File: src/smpq_pkg.sv
// ----------------------------------------------------------------------------
// smpq_pkg
// shared constants and types for the sorted min priority queue
// ----------------------------------------------------------------------------
package smpq_pkg;

    localparam int DEPTH = 10;
    localparam int CNT_W = $clog2(DEPTH + 1);
    localparam int IDX_W = $clog2(DEPTH);
    localparam int DATA_W = 32;
    localparam int FILL_W = 4;
    localparam int STATUS_W = 2;

    localparam logic KIND_PUSH = 1'b0;
    localparam logic KIND_POP  = 1'b1;

    localparam logic [STATUS_W-1:0] ST_OK       = 2'd0;
    localparam logic [STATUS_W-1:0] ST_OVERFLOW = 2'd1;
    localparam logic [STATUS_W-1:0] ST_EMPTY    = 2'd2;

    typedef struct packed {
        logic                load;
        logic                do_push;
        logic                do_pop;
        logic [STATUS_W-1:0] code;
    } smpq_cmd_t;

    typedef struct packed {
        logic full;
        logic empty;
    } smpq_stat_t;

endpackage

File: src/sorted_min_priority_queue.sv
// ----------------------------------------------------------------------------
// sorted_min_priority_queue
// fixed-depth queue of signed values kept in descending order; pop gives min
// ----------------------------------------------------------------------------
//  channel | handshake            | payload
//  --------+----------------------+------------------------------------------
//  in      | in_valid / in_ready  | kind, push_value
//  out     | out_valid / out_ready| popped_value, status, fill_count
//
//  one beat per cycle while the output is not stalled: on a push every cell
//  compares against the pushed value in parallel and shifts down by one;
//  result appears the cycle after the input beat, held in an output register
//  input is taken while the output beat is being taken in the same cycle
//  reset clears the fill count and the output valid; cell contents stay
// ----------------------------------------------------------------------------
module sorted_min_priority_queue (
    input  logic                                   clk,
    input  logic                                   rst_n,
    input  logic                                   in_valid,
    output logic                                   in_ready,
    input  logic                                   kind,
    input  logic signed [smpq_pkg::DATA_W-1:0]     push_value,
    output logic                                   out_valid,
    input  logic                                   out_ready,
    output logic signed [smpq_pkg::DATA_W-1:0]     popped_value,
    output logic [smpq_pkg::STATUS_W-1:0]          status,
    output logic [smpq_pkg::FILL_W-1:0]            fill_count
);
    import smpq_pkg::*;

    smpq_cmd_t  cmd;
    smpq_stat_t stat;

    smpq_ctrl u_ctrl (
        .clk       (clk),
        .rst_n     (rst_n),
        .in_valid  (in_valid),
        .in_ready  (in_ready),
        .kind      (kind),
        .out_valid (out_valid),
        .out_ready (out_ready),
        .stat      (stat),
        .cmd       (cmd)
    );

    smpq_dp u_dp (
        .clk          (clk),
        .rst_n        (rst_n),
        .cmd          (cmd),
        .push_value   (push_value),
        .stat         (stat),
        .popped_value (popped_value),
        .status       (status),
        .fill_count   (fill_count)
    );

endmodule

File: src/smpq_ctrl.sv
// ----------------------------------------------------------------------------
// smpq_ctrl
// handshake control: decides each operation and owns the result register valid
// ----------------------------------------------------------------------------
module smpq_ctrl (
    input  logic                clk,
    input  logic                rst_n,
    input  logic                in_valid,
    output logic                in_ready,
    input  logic                kind,
    output logic                out_valid,
    input  logic                out_ready,
    input  smpq_pkg::smpq_stat_t stat,
    output smpq_pkg::smpq_cmd_t  cmd
);
    import smpq_pkg::*;

    typedef enum logic [1:0] {
        S_IDLE = 2'b01,
        S_HOLD = 2'b10
    } state_t;

    state_t state_reg;
    state_t state_next;
    logic   exec;

    // result register frees up in the same cycle it is taken
    assign out_valid = (state_reg == S_HOLD);
    assign in_ready  = !out_valid || out_ready;
    assign exec      = in_valid && in_ready;

    always_comb
    begin
        cmd.load    = exec;
        cmd.do_push = exec && (kind == KIND_PUSH) && !stat.full;
        cmd.do_pop  = exec && (kind == KIND_POP) && !stat.empty;
        if (kind == KIND_PUSH)
        begin
            cmd.code = stat.full ? ST_OVERFLOW : ST_OK;
        end
        else
        begin
            cmd.code = stat.empty ? ST_EMPTY : ST_OK;
        end
    end

    always_comb
    begin
        state_next = state_reg;
        case (state_reg)
            S_IDLE:
            begin
                if (exec)
                begin
                    state_next = S_HOLD;
                end
            end
            S_HOLD:
            begin
                if (!exec && out_ready)
                begin
                    state_next = S_IDLE;
                end
            end
            default:
            begin
                state_next = S_IDLE;
            end
        endcase
    end

    always_ff @(posedge clk or negedge rst_n)
    begin
        if (!rst_n)
        begin
            state_reg <= S_IDLE;
        end
        else
        begin
            state_reg <= state_next;
        end
    end

    a_no_push_pop: assert property (@(posedge clk) disable iff (!rst_n)
        !(cmd.do_push && cmd.do_pop))
        else $error("push and pop issued together");

    a_stall_holds: assert property (@(posedge clk) disable iff (!rst_n)
        out_valid && !out_ready |=> out_valid)
        else $error("result dropped while stalled");

    a_load_valid: assert property (@(posedge clk) disable iff (!rst_n)
        cmd.load |=> out_valid)
        else $error("beat taken but no result shown");

endmodule

File: src/smpq_dp.sv
// ----------------------------------------------------------------------------
// smpq_dp
// sorted cell array (descending), fill count and result register
// ----------------------------------------------------------------------------
module smpq_dp (
    input  logic                                   clk,
    input  logic                                   rst_n,
    input  smpq_pkg::smpq_cmd_t                    cmd,
    input  logic signed [smpq_pkg::DATA_W-1:0]     push_value,
    output smpq_pkg::smpq_stat_t                   stat,
    output logic signed [smpq_pkg::DATA_W-1:0]     popped_value,
    output logic [smpq_pkg::STATUS_W-1:0]          status,
    output logic [smpq_pkg::FILL_W-1:0]            fill_count
);
    import smpq_pkg::*;

    logic signed [DATA_W-1:0] entries_reg [DEPTH];
    logic signed [DATA_W-1:0] entries_next [DEPTH];
    logic [DEPTH-1:0]         keep;
    logic [CNT_W-1:0]         count_reg;
    logic [CNT_W-1:0]         count_next;
    logic [CNT_W-1:0]         count_dec;
    logic [IDX_W-1:0]         pop_idx;
    logic signed [DATA_W-1:0] popped_reg;
    logic signed [DATA_W-1:0] popped_next;
    logic [STATUS_W-1:0]      status_reg;
    logic [FILL_W-1:0]        fill_reg;

    assign stat.full  = (count_reg == CNT_W'(DEPTH));
    assign stat.empty = (count_reg == '0);
    assign count_dec  = count_reg - 1'b1;
    assign pop_idx    = count_dec[IDX_W-1:0];

    // a cell keeps its entry when it is live and not below the new value
    always_comb
    begin
        for (int i = 0; i < DEPTH; i++)
        begin
            keep[i] = (CNT_W'(i) < count_reg) && (entries_reg[i] >= push_value);
        end
    end

    always_comb
    begin
        entries_next[0] = keep[0] ? entries_reg[0] : push_value;
        for (int i = 1; i < DEPTH; i++)
        begin
            if (keep[i])
            begin
                entries_next[i] = entries_reg[i];
            end
            else if (keep[i-1])
            begin
                entries_next[i] = push_value;
            end
            else
            begin
                entries_next[i] = entries_reg[i-1];
            end
        end
    end

    always_comb
    begin
        count_next  = count_reg;
        popped_next = '0;
        if (cmd.do_push)
        begin
            count_next = count_reg + 1'b1;
        end
        else if (cmd.do_pop)
        begin
            count_next  = count_dec;
            popped_next = entries_reg[pop_idx];
        end
    end

    always_ff @(posedge clk)
    begin
        if (cmd.do_push)
        begin
            for (int i = 0; i < DEPTH; i++)
            begin
                entries_reg[i] <= entries_next[i];
            end
        end
        if (cmd.load)
        begin
            popped_reg <= popped_next;
            status_reg <= cmd.code;
            fill_reg   <= FILL_W'(count_next);
        end
    end

    always_ff @(posedge clk or negedge rst_n)
    begin
        if (!rst_n)
        begin
            count_reg <= '0;
        end
        else
        begin
            count_reg <= count_next;
        end
    end

    assign popped_value = popped_reg;
    assign status       = status_reg;
    assign fill_count   = fill_reg;

    a_count_bound: assert property (@(posedge clk) disable iff (!rst_n)
        count_reg <= CNT_W'(DEPTH))
        else $error("fill count past depth");

    a_push_count: assert property (@(posedge clk) disable iff (!rst_n)
        cmd.do_push |=> count_reg == $past(count_reg) + 1'b1)
        else $error("push did not add an entry");

    a_pop_count: assert property (@(posedge clk) disable iff (!rst_n)
        cmd.do_pop |=> count_reg == $past(count_reg) - 1'b1)
        else $error("pop did not remove an entry");

endmodule
File: config.mk
export PLATFORM = sky130hd
export DESIGN_NAME = sorted_min_priority_queue
export DESIGN_NICKNAME = d
export VERILOG_FILES = /design/src/smpq_pkg.sv /design/src/sorted_min_priority_queue.sv /design/src/smpq_ctrl.sv /design/src/smpq_dp.sv
export SDC_FILE = /design/constraint.sdc
export NUM_CORES = 1
export LEC_CHECK = 0
export ABC_CLOCK_PERIOD_IN_PS = 10500
export BUFFER_PORTS_ARGS = -buffer_cell sky130_fd_sc_hd__buf_2
export CAP_MARGIN = 0
export CORE_AREA = 2 2 251 253
export DETAILED_ROUTE_END_ITERATION = 6
export DIE_AREA = 0 0 253 255
export SLEW_MARGIN = 30
export SYNTH_ARGS = -nofsm -noshare
export SYNTH_HDL_FRONTEND = slang
export SYNTH_SLANG_ARGS = --single-unit
File: constraint.sdc
create_clock -name clk -period 10.5 [get_ports clk]
set_clock_uncertainty 0.15 [all_clocks]
set_input_delay 2.1 -clock clk [delete_from_list [all_inputs] [get_ports clk]]
set_output_delay 2.1 -clock clk [all_outputs]
set_load 0.02 [all_outputs]
# ---- Word level (Yosys, flattened, before mapping)
# Memory sizes are Yosys's and may differ from the RTL's. A register that Yosys moved wholly into a read port is not among the register bits.
# Cells that the tools add are included.
dict set report totals {
  ff_bits 12
  ram_bits 320
  out_inout_bits 40
  memories 1
}
# name words word_bits rd rd_ports_with_merged_regs write_ports line_no
set memory_table {}
lappend memory_table {u_dp.entries_reg 10 32 11 1 10 smpq_dp.sv:17} ;# logic signed [DATA_W-1:0] entries_reg [DEPTH];
dict set report classes {
  add_sub_neg 2
  magnitude_cmp 20
  eq_ne 5
  n_mux 29
  bitwise_logic 2
  n_reduce_logical 24
}
# operator count
set op_table {}
lappend op_table {{two-way mux 32 bit} 19}
lappend op_table {{greater-or-equal comparator 32 bit} 10}
lappend op_table {{logical AND 1 bit} 16}
lappend op_table {{less-than comparator 3 x 4 -> 1 bit, first input constant} 4}
lappend op_table {{less-than comparator 1 x 4 -> 1 bit, first input constant} 2}
lappend op_table {{less-than comparator 2 x 4 -> 1 bit, first input constant} 2}
lappend op_table {{less-than comparator 4 bit, first input constant} 2}
lappend op_table {{two-way mux 2 bit} 4}
lappend op_table {{two-way mux 4 bit} 2}
lappend op_table {{adder 4 x 1 -> 4 bit, second input constant} 1}
lappend op_table {{equality test 4 bit, second input constant} 1}
lappend op_table {{logical NOT 1 bit} 4}
lappend op_table {{logical NOT 4 bit} 1}
lappend op_table {{case mux 2 bit (2 select lines)} 1}
lappend op_table {{subtractor 4 x 1 -> 4 bit, second input constant} 1}
lappend op_table {{two-way mux 1 bit} 3}
lappend op_table {{equality test 2 x 1 -> 1 bit, second input constant} 1}
lappend op_table {{equality test 2 bit, second input constant} 1}
lappend op_table {{!= test 2 x 1 -> 1 bit, second input constant} 1}
lappend op_table {{!= test 2 bit, second input constant} 1}
lappend op_table {{NOT 1 bit} 2}
lappend op_table {{AND reduction 2 bit} 1}
lappend op_table {{OR reduction 2 bit} 1}
lappend op_table {{logical OR 1 bit} 1}

# ---- Depth between registers and ports, before layout
dict set report depth {
  word_depth 8
  depth_mapped 14
}

# ---- Hierarchy
# Synthesis repeated with hierarchy kept, for this count alone.
dict set report hier_totals {
  cells_unflattened 2349
  area_unflattened_um2 26907.1
}
# module n_inst cells_each area_each_um2 seq_area_each_um2
set by_module_without_submodules {}
lappend by_module_without_submodules {smpq_dp 1 2333 26741.9 10850.4}
lappend by_module_without_submodules {smpq_ctrl 1 16 165.2 51.3}

# ---- Least setup slack after synthesis
# Ideal clock, no wire load.
dict set report synth_path {
  path_kind {in2reg}
  from {in push_value[29] in the netlist's numbering}
  to {mem u_dp.entries_reg[3][0] (enable)}
  t_arrival_ps 6000
  required_time_ps 9918
  path_slack_ps 3918
  stages 13
  n_path_buf 4
  path_cell_list {clkbuf_1 inv_1 ha_1 a21o_1 a21o_1 a221oi_2 o211a_1 buf_2 o31ai_4 o21a_1 buf_6 buf_6 a21oi_1}
}
# item line_no
set synth_lines {}
lappend synth_lines {{start: declaration} sorted_min_priority_queue.sv:22} ;# input logic signed [smpq_pkg::DATA_W-1:0] push_value,
lappend synth_lines {{end: declaration} smpq_dp.sv:17}

==> results.md <==
- The run finished with clean final reports.
- Across the VDD grid, the largest voltage drop is 180 uV.
- After synthesis, the mean cell area works out to 12.4 um2.
- The commonest register cell after synthesis is sky130_fd_sc_hd__edfxtp_1.
- In the finished design, the share of the clock period the worst path needs comes to 60.7%.
- The CTS root buffer is sky130_fd_sc_hd__clkbuf_16.
- The internal portion of total power is 4620 uW.
- Together, buffers and inverters on the worst path number 3.
- The congestion estimate from routability-driven global placement came to 0.949.
- The critical path in this run is classified as input pin to flop.
- The count of buffers inserted at the top-level ports is 76.
- The routed layout has 19000 vias.
- The initial DRC count is 1791.
- Among cell families on the critical path, the largest total delay comes from compound AO/OA/AOI/OAI gates.
- The worst hold path belongs to the class flop to flop.
- In this run the post-CTS setup repair buffer count came out at 0.
- The overall die width is 253 um.
- The static power due to leakage is 0.0110 uW.
- The placed standard-cell area is 0.0269 mm2.
- The vertical die dimension is 255 um.
- The sort of element at the start of the critical path is an input pin.
- The final total negative setup slack is 0 ns.
- In the final design database the tool counted 2462 nets.
- After detailed routing, the average wire length per cell comes to 29.7 um.
- The share of final-layout standard cells stronger than drive strength 1 is 25.6%.
- In this run, CTS created clock tree buffers numbering 46.
- The endpoint arrival time on the critical path is 6.46 ns.
- The detailed-routing iteration count for the pre-antenna-repair pass is 5.
- The library cell used most frequently in the layout, excluding fill and tap cells, is sky130_fd_sc_hd__edfxtp_1.
- The first global-routing pass estimated 127 mm of wire.
- Net switching is 39.5% of the power.
- The number of hold buffers added after CTS was 0.
- In this run the tightest slew margin relative to its limit is 27.7%.
- The number of placed instances, taps included, is 2851.
- For this run, design rule violations remaining after detail routing come to 0.
- The share of total power dissipated in the clock network is 22.7%.
- Setup violations remaining at the end of the flow were counted as 0.
- The cell type of the slowest stage on the worst timing path is sky130_fd_sc_hd__o211a_1.
- Gates resized during post-CTS repair numbered 0.
- After detailed routing, the total wire length is 87.2 mm.
- After synthesis, the netlist uses 68 different library cells.
- In the synthesized netlist, the number of instances is 2074.
- The initial standard-cell utilization of the core is 41.2%.
- After synthesis, flip-flops and latches occupy 42.5% of the total area.
- The worst setup path startpoint is push_value[31].
- The area growth from synthesis to layout is 11.6%.
- The synthesized netlist occupies a cell area of 0.0256 mm2.
- Of the total power, combinational logic draws 46.3%.
- Clock latency on the worst-skew pair, taken at its later pin, is 0.60 ns.
- The final core utilization is 46.0%.
- The total die area is 0.0645 mm2.
- In this run the worst path has a maximum fanout of 19.
- The worst register-to-register path begins at u_dp.entries_reg[3][31]$_DFFE_PP_.
- Setup repair after global routing left no endpoint under its margin.
- Counting flops with a built-in enable in the synthesized netlist gives 358.
- In the layout the commonest cells are sky130_fd_sc_hd__edfxtp_1 (358), sky130_fd_sc_hd__ha_1 (322), sky130_fd_sc_hd__mux2_2 (218).
- The H-tree was split into 2 levels.
- The sequential share of power is 31.0%.
- The worst setup path is captured at a flop.
- The achievable frequency is 157 MHz.
- The setup slack on the worst flop-to-flop path is 5.64 ns.
- The overall global routing resource usage is 26.9%.
- The design draws 7630 uW.
- The async set-reset flop share out of synthesis is 1.65%.
- The final number of hold-violating endpoints came to 0.
- Across the run, the number of max-cap violations was 0.
- The post-detailed-placement half-perimeter wirelength is 60.7 mm.
- The core region is 0.0622 mm2.
- The highest cell delay on the worst timing path is 0.75 ns.
- Excluding fillers, the count of instances in the completed layout stands at 2937.
- In this run the power spent charging and discharging nets is 3010 uW.
- The clock transition at the register clock pins on the worst setup and hold paths after CTS is 0.06 ns.
- The number of warnings reported in the yosys synthesis log is 0.
- The worst-margin pin slew is 1.08 ns.
- After global routing the overflow that remains totals 0.
- The buffer depth of the longest clock path is 3.
- The startpoint identified for the worst hold timing path is u_ctrl.state_reg[1]$_DFFE_PN0P_.
- In this run the power density over the cells is 267 mW/mm2.
- After synthesis the netlist holds a flip-flop and latch count of 364.
- The count of final max-slew check failures is 0.
- The number of core rows is 92.
- The post-route antenna net violation count is 0.
- Entering global routing, the biggest net connects 58 pins.
- The initial antenna violation count was 5.
- The clock tree from TritonCTS is built.
- Counting I/O delays and the setup requirement, the final critical path takes 6.37 ns.
- The register with the most flip-flops in the layout has 320 of them.
- The count of fill cells added during filler insertion is 5615.
- The number of vias per cell is 6.47.
- The number of global-route vias before repair is 18600.
- The post-route cell area is 0.0286 mm2.
- For this design, the sink count on the clock tree is 364.
- During I/O placement, the number of pins put on the boundary was 77.
- Walking the worst path, the cells encountered are buf_2 -> inv_1 -> ha_1 -> nand4_4 -> nor2_1 -> a221oi_2 -> o211a_1 -> o31ai_4 -> o21a_1 -> a21oi_4 -> buf_4.
- The required time at the worst-slack endpoint is 10.59 ns.
- When the netlist entered floorplanning its net count stood at 2435.
kinds of logic (layout without fill, tap and decap cells):
| group | after synthesis | in the layout | share of synthesized area (%) |
|---|---|---|---|
| adder cells (fa/ha/maj) | 324 | 324 | 15.8 |
| other | 0 | 2 | 0 |
| AND/OR/NAND/NOR | 366 | 366 | 7.39 |
| flip-flops | 364 | 364 | 42.5 |
| buffers and inverters | 184 | 246 | 3.05 |
| XOR/XNOR | 8 | 8 | 0.273 |
| AO/OA/AOI/OAI | 500 | 500 | 13.9 |
| multiplexers | 328 | 328 | 17.0 |
synthesized netlist by cell type (all sizes together), types with 3 or more instances:
cell / instances / share of area (%)
a21oi: 126 / 2.5
dfrtp: 5 / 0.49
a211oi: 76 / 2.2
o221a: 50 / 2.2
edfxtp: 358 / 42
or3: 5 / 0.12
nor3: 38 / 0.74
o22ai: 37 / 0.90
o211a: 4 / 0.16
o21bai: 28 / 0.82
mux2: 225 / 9.9
ha: 324 / 16
nand2: 95 / 1.4
nor2: 61 / 0.89
nand2b: 23 / 0.56
buf: 50 / 1.1
nand3: 24 / 0.52
mux2i: 39 / 1.5
and4: 7 / 0.24
nor3b: 4 / 0.12
o22a: 7 / 0.24
o211ai: 16 / 0.49
o21a: 12 / 0.35
a2111oi: 5 / 0.17
xor2: 4 / 0.14
clkbuf: 84 / 1.2
nand4: 54 / 1.4
nor2b: 40 / 0.98
or2: 3 / 0.073
o21ai: 47 / 0.92
a21o: 61 / 1.8
a221oi: 14 / 0.50
inv: 49 / 0.72
nor4: 8 / 0.25
xnor2: 4 / 0.14
mux4: 64 / 5.6
power groups by stage:
stage / Combinational, uW / Sequential, uW / Clock (uW)
floorplan: 2390 / 2280 / 0
global placement: 3430 / 2370 / 0
detailed placement: 3490 / 2380 / 0
CTS: 3500 / 2350 / 1750
global route: 3760 / 2390 / 1800
finish: 3540 / 2360 / 1730
metal layers:
metal,part of all wire [%],wire [um],vias up,global-route usage [%]
met3,8.1,7070,167,5.70
met2,46,40400,840,43.3
met5,0.029,25,-,0
met1,42,36900,9601,36.0
met4,3.2,2830,4,9.01
li1,-,-,8388,-
worst paths after layout:
kind	cells past startpoint	endpoint
worst max-delay path	11	u_dp.entries_reg[3][0]$_DFFE_PP_
worst min-delay path	1	u_ctrl.state_reg[1]$_DFFE_PN0P_
worst max register to register	9	u_dp.entries_reg[3][0]$_DFFE_PP_
worst min register to register	1	u_ctrl.state_reg[1]$_DFFE_PN0P_
max in group asynchronous	1	u_ctrl.state_reg[0]$_DFFE_PN1P_
min in group asynchronous	1	u_ctrl.state_reg[1]$_DFFE_PN0P_
per-stage QoR:
stage / hold slack, ns / setup slack, ns
5_1_grt: 0.379 / 3.97
4_1_cts: 0.346 / 4.27
3_3_place_gp: 0.329 / 3.74
2_1_floorplan: 0.313 / 3.92
3_5_place_dp: 0.338 / 3.70
6_report: 0.339 / 4.13
final cells by class:
type | instances | area [um2] | share of cell area [%]
sequential | 364 | 10900 | 38.1
inverter | 50 | 189 | 0.660
clock buffer | 53 | 1220 | 4.26
tap | 799 | 1000 | 3.49
clock inverter | 30 | 397 | 1.39
timing repair buffer | 113 | 686 | 2.40
antenna | 2 | 5.00 | 0.0175
multi-input combinational | 1526 | 14200 | 49.7
No activity file was read; power rests on OpenSTA's default activity.
